### config.mk
export PLATFORM = sky130hd
export DESIGN_NAME = virtual_joystick_axis_mapper
export DESIGN_NICKNAME = d
export VERILOG_FILES = /design/src/rtl/vjam_pkg.sv /design/src/rtl/vjam_arith.sv /design/src/rtl/virtual_joystick_axis_mapper.sv
export SDC_FILE = /design/constraint.sdc
export NUM_CORES = 2
export LEC_CHECK = 0
export ABC_AREA = 0
export ABC_CLOCK_PERIOD_IN_PS = 8050
export BUFFER_PORTS_ARGS = -buffer_cell sky130_fd_sc_hd__buf_2
export CAP_MARGIN = 25
export CORE_AREA = 4 4 302 304
export CTS_CLUSTER_SIZE = 40
export DETAILED_ROUTE_END_ITERATION = 8
export DIE_AREA = 0 0 306 308
export PLACE_DENSITY = 0.78
export REMOVE_ABC_BUFFERS = 1
export SYNTH_ARGS = -nofsm -noshare
export SYNTH_HDL_FRONTEND = slang
export SYNTH_SLANG_ARGS = --single-unit
export TNS_END_PERCENT = 30
### constraint.sdc
create_clock -name clk -period 8.05 [get_ports clk]
set_input_delay 0.805 -clock clk [delete_from_list [all_inputs] [get_ports clk]]
set_output_delay 0.805 -clock clk [all_outputs]
set_load 0.01 [all_outputs]
### src/rtl/vjam_pkg.sv
package vjam_pkg;

  localparam logic [1:0] OP_BEGIN = 2'd0;
  localparam logic [1:0] OP_MOVE  = 2'd1;
  localparam logic [1:0] OP_END   = 2'd2;

  localparam logic [1:0] REG_CENTER_X = 2'd0;
  localparam logic [1:0] REG_CENTER_Y = 2'd1;
  localparam logic [1:0] REG_RADIUS   = 2'd2;
  localparam logic [1:0] REG_DEADZONE = 2'd3;

  localparam logic [4:0] SQRT_STEPS = 5'd26;
  localparam logic [4:0] DIV_STEPS  = 5'd20;

  localparam logic [4:0] STEP_DIRECT = 5'd18;
  localparam logic [4:0] STEP_SIMPLE = 5'd22;
  localparam logic [4:0] STEP_FINISH = 5'd23;

  typedef struct packed {
    logic start;
    logic sqrt_mode;
  } arith_cmd_t;

  typedef struct packed {
    logic busy;
  } arith_sts_t;

  typedef enum logic [1:0] {M_SX, M_SY, M_R} mul_sel_t;

  typedef enum logic [2:0] {N_SQ, N_PXR, N_PYR, N_CX, N_CY, N_SX, N_SY} num_sel_t;

  typedef enum logic {D_LEN, D_R} den_sel_t;

  typedef enum logic [1:0] {C_NONE, C_ALWAYS, C_NOT_MOVE, C_NO_CLAMP} cond_t;

  typedef enum logic [3:0] {
    A_NONE, A_SUM, A_SQ_SET, A_SQ_ADD, A_RSQ, A_PXR, A_PYR, A_LEN,
    A_CX, A_CY, A_AX, A_AY, A_KNOB_CLAMP, A_KNOB_DIRECT, A_SIMPLE, A_OUT
  } act_t;

  typedef struct packed {
    mul_sel_t   mul_a;
    mul_sel_t   mul_b;
    act_t       act;
    logic       start;
    logic       sqrt_mode;
    num_sel_t   num_sel;
    den_sel_t   den_sel;
    logic       hold_busy;
    cond_t      cond;
    logic [4:0] target;
    logic       last;
  } ucode_t;

  typedef struct packed {
    logic        neg;
    logic        pos;
    logic [15:0] strength;
  } dir_t;

  localparam ucode_t UC_NOP = '{
    mul_a: M_SX, mul_b: M_SX, act: A_NONE, start: 1'b0, sqrt_mode: 1'b0,
    num_sel: N_SQ, den_sel: D_LEN, hold_busy: 1'b0, cond: C_NONE,
    target: 5'd0, last: 1'b0
  };

  function automatic ucode_t ucode_rom(input logic [4:0] pc);
    ucode_t uc;
    uc = UC_NOP;
    case (pc)
      5'd0: begin
        uc.act = A_SUM; uc.cond = C_NOT_MOVE; uc.target = STEP_SIMPLE;
      end
      5'd1: begin
        uc.mul_a = M_SX; uc.mul_b = M_SX;
      end
      5'd2: begin
        uc.mul_a = M_SY; uc.mul_b = M_SY; uc.act = A_SQ_SET;
      end
      5'd3: begin
        uc.mul_a = M_R; uc.mul_b = M_R; uc.act = A_SQ_ADD;
      end
      5'd4: begin
        uc.mul_a = M_SX; uc.mul_b = M_R; uc.act = A_RSQ;
      end
      5'd5: begin
        uc.mul_a = M_SY; uc.mul_b = M_R; uc.act = A_PXR;
      end
      5'd6: begin
        uc.act = A_PYR; uc.cond = C_NO_CLAMP; uc.target = STEP_DIRECT;
      end
      5'd7: begin
        uc.start = 1'b1; uc.sqrt_mode = 1'b1; uc.num_sel = N_SQ;
      end
      5'd8: begin
        uc.hold_busy = 1'b1; uc.act = A_LEN;
      end
      5'd9: begin
        uc.start = 1'b1; uc.num_sel = N_PXR; uc.den_sel = D_LEN;
      end
      5'd10: begin
        uc.hold_busy = 1'b1; uc.act = A_CX;
      end
      5'd11: begin
        uc.start = 1'b1; uc.num_sel = N_PYR; uc.den_sel = D_LEN;
      end
      5'd12: begin
        uc.hold_busy = 1'b1; uc.act = A_CY;
      end
      5'd13: begin
        uc.start = 1'b1; uc.num_sel = N_CX; uc.den_sel = D_R;
      end
      5'd14: begin
        uc.hold_busy = 1'b1; uc.act = A_AX;
      end
      5'd15: begin
        uc.start = 1'b1; uc.num_sel = N_CY; uc.den_sel = D_R;
      end
      5'd16: begin
        uc.hold_busy = 1'b1; uc.act = A_AY;
      end
      5'd17: begin
        uc.act = A_KNOB_CLAMP; uc.cond = C_ALWAYS; uc.target = STEP_FINISH;
      end
      5'd18: begin
        uc.start = 1'b1; uc.num_sel = N_SX; uc.den_sel = D_R; uc.act = A_KNOB_DIRECT;
      end
      5'd19: begin
        uc.hold_busy = 1'b1; uc.act = A_AX;
      end
      5'd20: begin
        uc.start = 1'b1; uc.num_sel = N_SY; uc.den_sel = D_R;
      end
      5'd21: begin
        uc.hold_busy = 1'b1; uc.act = A_AY; uc.cond = C_ALWAYS; uc.target = STEP_FINISH;
      end
      5'd22: begin
        uc.act = A_SIMPLE;
      end
      5'd23: begin
        uc.act = A_OUT; uc.last = 1'b1;
      end
      default: begin
        uc.cond = C_ALWAYS; uc.target = STEP_FINISH;
      end
    endcase
    return uc;
  endfunction

  function automatic logic signed [15:0] sat_s16(input logic signed [18:0] v);
    logic signed [15:0] r;
    if (v > 19'sd32767) begin
      r = 16'sh7FFF;
    end else if (v < -19'sd32768) begin
      r = 16'sh8000;
    end else begin
      r = v[15:0];
    end
    return r;
  endfunction

  function automatic dir_t axis_dir(input logic signed [16:0] axis, input logic [15:0] dz);
    logic [16:0] mag;
    dir_t        d;
    mag = axis[16] ? 17'(-axis) : 17'(axis);
    if (mag < {1'b0, dz}) begin
      d = '0;
    end else begin
      d.neg      = axis[16];
      d.pos      = !axis[16] && (axis != 17'sd0);
      d.strength = mag[15:0];
    end
    return d;
  endfunction

endpackage

### src/rtl/vjam_arith.sv
module vjam_arith (
  input  logic                 clk,
  input  logic                 rst_n,
  input  vjam_pkg::arith_cmd_t cmd,
  input  logic [51:0]          num,
  input  logic [25:0]          den,
  output vjam_pkg::arith_sts_t sts,
  output logic [25:0]          q
);
  import vjam_pkg::*;

  logic        busy_r;
  logic [4:0]  count_r;
  logic        sqrt_r;
  logic [28:0] rem_r;
  logic [51:0] src_r;
  logic [25:0] q_r;
  logic [25:0] den_r;

  logic [28:0] trial_a;
  logic [28:0] trial_b;
  logic [29:0] diff;
  logic        ge;

  // One restoring step: two radicand bits per step for the root, one dividend bit
  // per step for the quotient.
  always_comb begin
    if (sqrt_r) begin
      trial_a = {rem_r[26:0], src_r[51:50]};
      trial_b = {1'b0, q_r, 2'b01};
    end else begin
      trial_a = {rem_r[27:0], src_r[51]};
      trial_b = {3'b000, den_r};
    end
    diff = {1'b0, trial_a} - {1'b0, trial_b};
    ge   = !diff[29];
  end

  always_ff @(posedge clk) begin
    if (!rst_n) begin
      busy_r  <= 1'b0;
      count_r <= 5'd0;
    end else if (cmd.start) begin
      busy_r  <= 1'b1;
      count_r <= cmd.sqrt_mode ? SQRT_STEPS : DIV_STEPS;
    end else if (busy_r) begin
      count_r <= count_r - 5'd1;
      if (count_r == 5'd1) begin
        busy_r <= 1'b0;
      end
    end
  end

  always_ff @(posedge clk) begin
    if (cmd.start) begin
      sqrt_r <= cmd.sqrt_mode;
      den_r  <= den;
      q_r    <= 26'd0;
      if (cmd.sqrt_mode) begin
        rem_r <= 29'd0;
        src_r <= num;
      end else begin
        rem_r <= num[48:20];
        src_r <= {num[19:0], 32'd0};
      end
    end else if (busy_r) begin
      rem_r <= ge ? diff[28:0] : trial_a;
      q_r   <= {q_r[24:0], ge};
      src_r <= sqrt_r ? {src_r[49:0], 2'b00} : {src_r[50:0], 1'b0};
    end
  end

  assign sts.busy = busy_r;
  assign q        = q_r;

endmodule

### src/rtl/virtual_joystick_axis_mapper.sv
// Begin, end and undefined operations skip the arithmetic; a move runs on the shared
// shift-and-subtract unit (26 steps for the square root, 20 steps for each of up to four
// divisions), so a clamped move takes longer than a move inside the radius.
// A new transaction is taken only after the previous one retires, so the block works
// on one event at a time.
// Synchronous active-low reset loads the register defaults and zeroes knob, offset and axes.
module virtual_joystick_axis_mapper (
  input  logic               clk,
  input  logic               rst_n,
  input  logic               in_valid,
  output logic               in_ready,
  input  logic [1:0]         in_operation,
  input  logic signed [15:0] in_touch_x,
  input  logic signed [15:0] in_touch_y,
  output logic               out_valid,
  input  logic               out_ready,
  output logic signed [15:0] out_knob_x,
  output logic signed [15:0] out_knob_y,
  output logic signed [16:0] out_axis_x,
  output logic signed [16:0] out_axis_y,
  output logic               out_left_on,
  output logic               out_right_on,
  output logic               out_forward_on,
  output logic               out_back_on,
  output logic [15:0]        out_horizontal_strength,
  output logic [15:0]        out_vertical_strength,
  input  logic               cfg_write_en,
  input  logic [1:0]         cfg_index,
  input  logic [15:0]        cfg_data
);
  import vjam_pkg::*;

  logic        running_r;
  logic [4:0]  pc_r;
  logic        out_valid_r;

  logic [14:0] center_x_r;
  logic [14:0] center_y_r;
  logic [15:0] radius_r;
  logic [15:0] deadzone_r;

  logic signed [15:0] knob_x_r;
  logic signed [15:0] knob_y_r;
  logic signed [16:0] grab_x_r;
  logic signed [16:0] grab_y_r;
  logic signed [16:0] axis_x_r;
  logic signed [16:0] axis_y_r;

  logic [1:0]         op_r;
  logic signed [15:0] tx_r;
  logic signed [15:0] ty_r;
  logic signed [17:0] sx_r;
  logic signed [17:0] sy_r;
  logic [33:0]        prod_r;
  logic [34:0]        sq_r;
  logic [31:0]        rsq_r;
  logic [32:0]        pxr_r;
  logic [32:0]        pyr_r;
  logic [25:0]        len_r;
  logic signed [20:0] cx_r;
  logic signed [20:0] cy_r;

  logic signed [15:0] out_knob_x_r;
  logic signed [15:0] out_knob_y_r;
  logic signed [16:0] out_axis_x_r;
  logic signed [16:0] out_axis_y_r;
  dir_t               out_dir_x_r;
  dir_t               out_dir_y_r;

  ucode_t     uc;
  logic       stall;
  logic       advance;
  logic       jump;
  logic       clamp;
  logic [15:0] r16;

  logic signed [17:0] px_x;
  logic signed [17:0] px_y;
  logic signed [17:0] sx_calc;
  logic signed [17:0] sy_calc;
  logic signed [17:0] sx_neg;
  logic signed [17:0] sy_neg;
  logic [16:0]        sx_mag;
  logic [16:0]        sy_mag;
  logic signed [20:0] cx_neg;
  logic signed [20:0] cy_neg;
  logic [19:0]        cx_mag;
  logic [19:0]        cy_mag;
  logic [16:0]        mul_a_op;
  logic [16:0]        mul_b_op;

  logic signed [24:0] kvx;
  logic signed [24:0] kvy;
  logic signed [24:0] kvx_adj;
  logic signed [24:0] kvy_adj;
  logic signed [16:0] kx_clamp;
  logic signed [16:0] ky_clamp;

  logic [16:0]        q17;
  logic [20:0]        q21;

  arith_cmd_t  arith_cmd;
  arith_sts_t  arith_sts;
  logic [51:0] arith_num;
  logic [25:0] arith_den;
  logic [25:0] arith_q;

  assign uc = ucode_rom(pc_r);
  assign r16 = (radius_r == 16'd0) ? 16'd1 : radius_r;

  assign px_x    = {{2{tx_r[15]}}, tx_r} + {grab_x_r[16], grab_x_r};
  assign px_y    = {{2{ty_r[15]}}, ty_r} + {grab_y_r[16], grab_y_r};
  assign sx_calc = px_x - {3'b000, center_x_r};
  assign sy_calc = px_y - {3'b000, center_y_r};

  assign sx_neg = -sx_r;
  assign sy_neg = -sy_r;
  assign sx_mag = sx_r[17] ? sx_neg[16:0] : sx_r[16:0];
  assign sy_mag = sy_r[17] ? sy_neg[16:0] : sy_r[16:0];
  assign cx_neg = -cx_r;
  assign cy_neg = -cy_r;
  assign cx_mag = cx_r[20] ? cx_neg[19:0] : cx_r[19:0];
  assign cy_mag = cy_r[20] ? cy_neg[19:0] : cy_r[19:0];

  assign clamp = {sq_r, 8'd0} > {11'd0, rsq_r};

  // The clamped knob is the center plus the clamped offset, truncated toward zero.
  assign kvx      = {2'b00, center_x_r, 8'd0} + {{4{cx_r[20]}}, cx_r};
  assign kvy      = {2'b00, center_y_r, 8'd0} + {{4{cy_r[20]}}, cy_r};
  assign kvx_adj  = kvx + (kvx[24] ? 25'sd255 : 25'sd0);
  assign kvy_adj  = kvy + (kvy[24] ? 25'sd255 : 25'sd0);
  assign kx_clamp = kvx_adj[24:8];
  assign ky_clamp = kvy_adj[24:8];

  assign q17 = arith_q[16:0];
  assign q21 = {1'b0, arith_q[19:0]};

  always_comb begin
    case (uc.mul_a)
      M_SX:    mul_a_op = sx_mag;
      M_SY:    mul_a_op = sy_mag;
      M_R:     mul_a_op = {1'b0, r16};
      default: mul_a_op = 17'd0;
    endcase
    case (uc.mul_b)
      M_SX:    mul_b_op = sx_mag;
      M_SY:    mul_b_op = sy_mag;
      M_R:     mul_b_op = {1'b0, r16};
      default: mul_b_op = 17'd0;
    endcase
  end

  always_comb begin
    case (uc.num_sel)
      N_SQ:    arith_num = {1'b0, sq_r, 16'd0};
      N_PXR:   arith_num = {7'd0, pxr_r, 12'd0};
      N_PYR:   arith_num = {7'd0, pyr_r, 12'd0};
      N_CX:    arith_num = {21'd0, cx_mag, 11'd0};
      N_CY:    arith_num = {21'd0, cy_mag, 11'd0};
      N_SX:    arith_num = {16'd0, sx_mag, 19'd0};
      N_SY:    arith_num = {16'd0, sy_mag, 19'd0};
      default: arith_num = 52'd0;
    endcase
    case (uc.den_sel)
      D_LEN:   arith_den = len_r;
      D_R:     arith_den = {10'd0, r16};
      default: arith_den = 26'd0;
    endcase
  end

  always_comb begin
    case (uc.cond)
      C_NONE:     jump = 1'b0;
      C_ALWAYS:   jump = 1'b1;
      C_NOT_MOVE: jump = (op_r != OP_MOVE);
      C_NO_CLAMP: jump = !clamp;
      default:    jump = 1'b0;
    endcase
  end

  assign stall = (uc.hold_busy && arith_sts.busy) ||
                 ((uc.act == A_OUT) && out_valid_r && !out_ready);
  assign advance = running_r && !stall;

  assign arith_cmd.start     = advance && uc.start;
  assign arith_cmd.sqrt_mode = uc.sqrt_mode;

  vjam_arith u_arith (
    .clk   (clk),
    .rst_n (rst_n),
    .cmd   (arith_cmd),
    .num   (arith_num),
    .den   (arith_den),
    .sts   (arith_sts),
    .q     (arith_q)
  );

  always_ff @(posedge clk) begin
    if (!rst_n) begin
      running_r   <= 1'b0;
      pc_r        <= 5'd0;
      out_valid_r <= 1'b0;
      center_x_r  <= 15'd0;
      center_y_r  <= 15'd0;
      radius_r    <= 16'd16;
      deadzone_r  <= 16'd3277;
      knob_x_r    <= 16'sd0;
      knob_y_r    <= 16'sd0;
      grab_x_r    <= 17'sd0;
      grab_y_r    <= 17'sd0;
      axis_x_r    <= 17'sd0;
      axis_y_r    <= 17'sd0;
    end else begin
      if (cfg_write_en) begin
        case (cfg_index)
          REG_CENTER_X: center_x_r <= cfg_data[14:0];
          REG_CENTER_Y: center_y_r <= cfg_data[14:0];
          REG_RADIUS:   radius_r   <= cfg_data;
          REG_DEADZONE: deadzone_r <= cfg_data;
          default: ;
        endcase
      end
      if (in_valid && in_ready) begin
        running_r <= 1'b1;
        pc_r      <= 5'd0;
      end else if (advance) begin
        if (uc.last) begin
          running_r <= 1'b0;
        end
        pc_r <= jump ? uc.target : pc_r + 5'd1;
      end
      if (advance && (uc.act == A_OUT)) begin
        out_valid_r <= 1'b1;
      end else if (out_valid_r && out_ready) begin
        out_valid_r <= 1'b0;
      end
      if (advance) begin
        case (uc.act)
          A_AX: axis_x_r <= sx_r[17] ? (17'd0 - q17) : q17;
          A_AY: axis_y_r <= sy_r[17] ? (17'd0 - q17) : q17;
          A_KNOB_CLAMP: begin
            knob_x_r <= sat_s16({{2{kx_clamp[16]}}, kx_clamp});
            knob_y_r <= sat_s16({{2{ky_clamp[16]}}, ky_clamp});
          end
          A_KNOB_DIRECT: begin
            knob_x_r <= sat_s16({px_x[17], px_x});
            knob_y_r <= sat_s16({px_y[17], px_y});
          end
          A_SIMPLE: begin
            case (op_r)
              OP_BEGIN: begin
                grab_x_r <= {knob_x_r[15], knob_x_r} - {tx_r[15], tx_r};
                grab_y_r <= {knob_y_r[15], knob_y_r} - {ty_r[15], ty_r};
              end
              OP_END: begin
                knob_x_r <= {1'b0, center_x_r};
                knob_y_r <= {1'b0, center_y_r};
                axis_x_r <= 17'sd0;
                axis_y_r <= 17'sd0;
              end
              default: ;
            endcase
          end
          default: ;
        endcase
      end
    end
  end

  always_ff @(posedge clk) begin
    if (in_valid && in_ready) begin
      op_r <= in_operation;
      tx_r <= in_touch_x;
      ty_r <= in_touch_y;
    end
    prod_r <= 34'(mul_a_op) * 34'(mul_b_op);
    if (advance) begin
      case (uc.act)
        A_SUM: begin
          sx_r <= sx_calc;
          sy_r <= sy_calc;
        end
        A_SQ_SET: sq_r  <= {1'b0, prod_r};
        A_SQ_ADD: sq_r  <= sq_r + {1'b0, prod_r};
        A_RSQ:    rsq_r <= prod_r[31:0];
        A_PXR:    pxr_r <= prod_r[32:0];
        A_PYR:    pyr_r <= prod_r[32:0];
        A_LEN:    len_r <= arith_q;
        A_CX:     cx_r  <= sx_r[17] ? (21'd0 - q21) : q21;
        A_CY:     cy_r  <= sy_r[17] ? (21'd0 - q21) : q21;
        A_OUT: begin
          out_knob_x_r <= knob_x_r;
          out_knob_y_r <= knob_y_r;
          out_axis_x_r <= axis_x_r;
          out_axis_y_r <= axis_y_r;
          out_dir_x_r  <= axis_dir(axis_x_r, deadzone_r);
          out_dir_y_r  <= axis_dir(axis_y_r, deadzone_r);
        end
        default: ;
      endcase
    end
  end

  assign in_ready                = !running_r;
  assign out_valid               = out_valid_r;
  assign out_knob_x              = out_knob_x_r;
  assign out_knob_y              = out_knob_y_r;
  assign out_axis_x              = out_axis_x_r;
  assign out_axis_y              = out_axis_y_r;
  assign out_left_on             = out_dir_x_r.neg;
  assign out_right_on            = out_dir_x_r.pos;
  assign out_forward_on          = out_dir_y_r.neg;
  assign out_back_on             = out_dir_y_r.pos;
  assign out_horizontal_strength = out_dir_x_r.strength;
  assign out_vertical_strength   = out_dir_y_r.strength;

endmodule

==> impl_metrics.toml <==
[timing]
period_share_pct = 99.1
fmax_ghz = 0.125
fin_crit_ps = 7980
hold_viol_final = 0
slew_headroom_pct = 22.8
final.setup.tns_ps = 0
setup_viol = 0
worst_pin_slew_ps = 1150
rsz0062_at_grt = "true"
finClkSkew_ps = 54.7
maxSlewViolCount = 0

[global_route]
grt_pass1_vias = 41155
grt-ovfl-total = 0
antenna_found_initial = 5
grt_pass1_wl_um = 240000
grt_usage_pct = 32.5
grt_max_degree = 103

[detailed_routing]
wire_per_inst_um = 22.7
first_pass_iters = 6
wl_um = 156000
antenna_left = 0
drtIter0Drc = 4980
vias = 42584
viasPerCell = 6.19
remaining_drc_errors = 0

[worst_hold_path]
worstHoldPathType = "primary input to flop"
hold_depth = 1

[critical_path]
cp-start-kind = "flop"
crit_type = "flop to flop"
max_stage_delay_ps = 600
crit_arrival_ps = 8560
cp_max_fo = 6
reg2reg_slack_ps = 70
cp-end-kind = "flop"
cp_slowest_cell = "fa_1"
path_common_cell = "fa_1"
critical_path_required_ps = 8640
ff2ff_path_depth = 32

[floorplan]
die_w_um = 306
dieHeight_um = 308
start_util_pct = 57.7
num_rows = 109
core_area_um2 = 88200
die-area_um2 = 94200
io_pins = 161

[clock_network]
clk_pin_slew_ps = 60
clk-insertion-delay-late_ps = 660
hold_buffers = 0
numCtsBuffers = 77
cts_sinks = 704
cts_tree = "done"
cts_buffer_depth = 3
cts-htree-levels = 3
cts_root_buf = "clkbuf_16"

[place]
io_buffers = 160
place_hpwl_um = 120000
place_inst = 6731
gp_congestion = 0.976

[cells_and_area]
final_cells = 6882
fin_nets = 6325
drive_gt1_share_pct = 13.8
area_growth_pct = 13.7

[synth]
yosys.area.top_type = "edfxtp_1"
async_flop_share_pct = 0
synth_seq_area_share_pct = 36.9
syn_area_um2 = 50900
synth.area.top_cells = "edfxtp_1 28%, ha_1 9.3%, dfxtp_1 9.2%"
ys_warn_count = 0
syn_avg_cell_area_um2 = 9.57
syn_inst = 5317
synth_top_flop_cell = "edfxtp_1"
synth-edff-count = 469
yosys.area.top_type_share_pct = 27.7
ys_ff_latch = 704
ys_types = 94

[run]
drv_cap = 0

[outcome]
run_status = "finished, final reports clean"
-- final timing paths --
| check | to | startpoint |
|---|---|---|
| worst max-delay path | prod_r[33]$_DFF_P_ | sy_r[3]$_DFFE_PP_ |
| worst min-delay path | tx_r[13]$_DFFE_PP_ | in_touch_x[13] |
| worst max register to register | prod_r[33]$_DFF_P_ | sy_r[3]$_DFFE_PP_ |
| worst min register to register | grab_x_r[3]$_SDFFE_PN0P_ | grab_x_r[3]$_SDFFE_PN0P_ |
-- cell usage in the layout, fill, tap and decap left out, types with 50 or more instances in the layout --
cell type / Yosys / layout
nand3_1: 88 / 88
nor3_1: 88 / 80
edfxtp_1: 469 / 469
o21ai_0: 259 / 256
o22ai_1: 69 / 69
clkbuf_16: 0 / 84
nor2_1: 373 / 365
inv_1: 484 / 477
a21o_1: 99 / 99
a21oi_1: 310 / 304
ha_1: 380 / 374
mux2_2: 52 / 52
buf_4: 1 / 312
nand2_1: 631 / 626
o21a_1: 50 / 50
xnor2_1: 200 / 198
buf_2: 20 / 160
dfxtp_1: 235 / 234
and2_1: 55 / 54
nor2b_1: 51 / 51
xor2_1: 108 / 107
fa_1: 234 / 229
mux2i_1: 128 / 128
-- flip-flops by register name, indices dropped and copies added, names as in the netlist, 28 cells and up --
signal / count
pxr_r: 33
u_arith.src_r: 41
sq_r: 35
rsq_r: 32
prod_r: 34
u_arith.rem_r: 28
pyr_r: 33
-- cells in the mapped netlist, drive strengths merged (109+ instances only) --
cell      n
a21oi   310
clkbuf  184
dfxtp   235
edfxtp  469
fa      234
ha      380
inv     484
mux2i   128
nand2   631
nor2    374
o21ai   269
xnor2   200
xor2    109
-- worst max-delay path: cells and delay by family, from the launching register on --
family	cells	cell delay (ps)
xor gates and xnor gates	2	430
adders and majority gates	7	3460
AOI/OAI and AO/OA	8	1730
DFF	1	380
and+or+nand+nor	7	1120
buffers and inverters	8	820
-- final cells by class --
class | instances | area, um2
multi-input cells | 3903 | 29800
clock inverters | 39 | 460
well taps | 1165 | 1460
flip-flops and latches | 704 | 18800
fillers | 7013 | 30400
inverters | 486 | 1830
repair buffers | 482 | 3320
clock buffers | 102 | 2210
diodes | 1 | 2.50
-- logic make-up after synthesis --
kind of cell | Yosys count | synth area share [%]
DFF | 704 | 36.9
adders and majority gates | 614 | 18.6
xor gates and xnor gates | 309 | 5.33
buffers and inverters | 710 | 5.32
AOI/OAI and AO/OA | 1224 | 15.8
and+or+nand+nor | 1576 | 14.4
muxes | 180 | 3.67
-- layer usage --
metal | up-vias | wire, um | GRT usage (%)
met2 | 2065 | 70100 | 51.4
li1 | 19501 | - | -
met4 | 6 | 6090 | 10.8
met3 | 340 | 15200 | 5.60
met5 | - | 40 | 0
met1 | 20672 | 65000 | 45.9
-- timing repair --
action	in CTS	in global routing
pin swaps	42	18
gates cloned	1	0
resized for setup	35	30
setup buffers	3	4
endpoints found under the setup margin	9	11
-- metrics by stage --
step	hold slack [ps]	instance area, um2	utilization, %	setup WS [ps]
after global placement	441	54700	62.0	-498
after global routing	310	57800	65.5	-209
after floorplan	425	50000	-	-348
final	335	57800	65.5	73.5
after CTS	303	57600	65.3	-41.6
after detailed placement	444	54700	62.0	-569
Power is not shown: default switching activity piles up to over one toggle a cycle in this logic, so the estimate is an artifact.
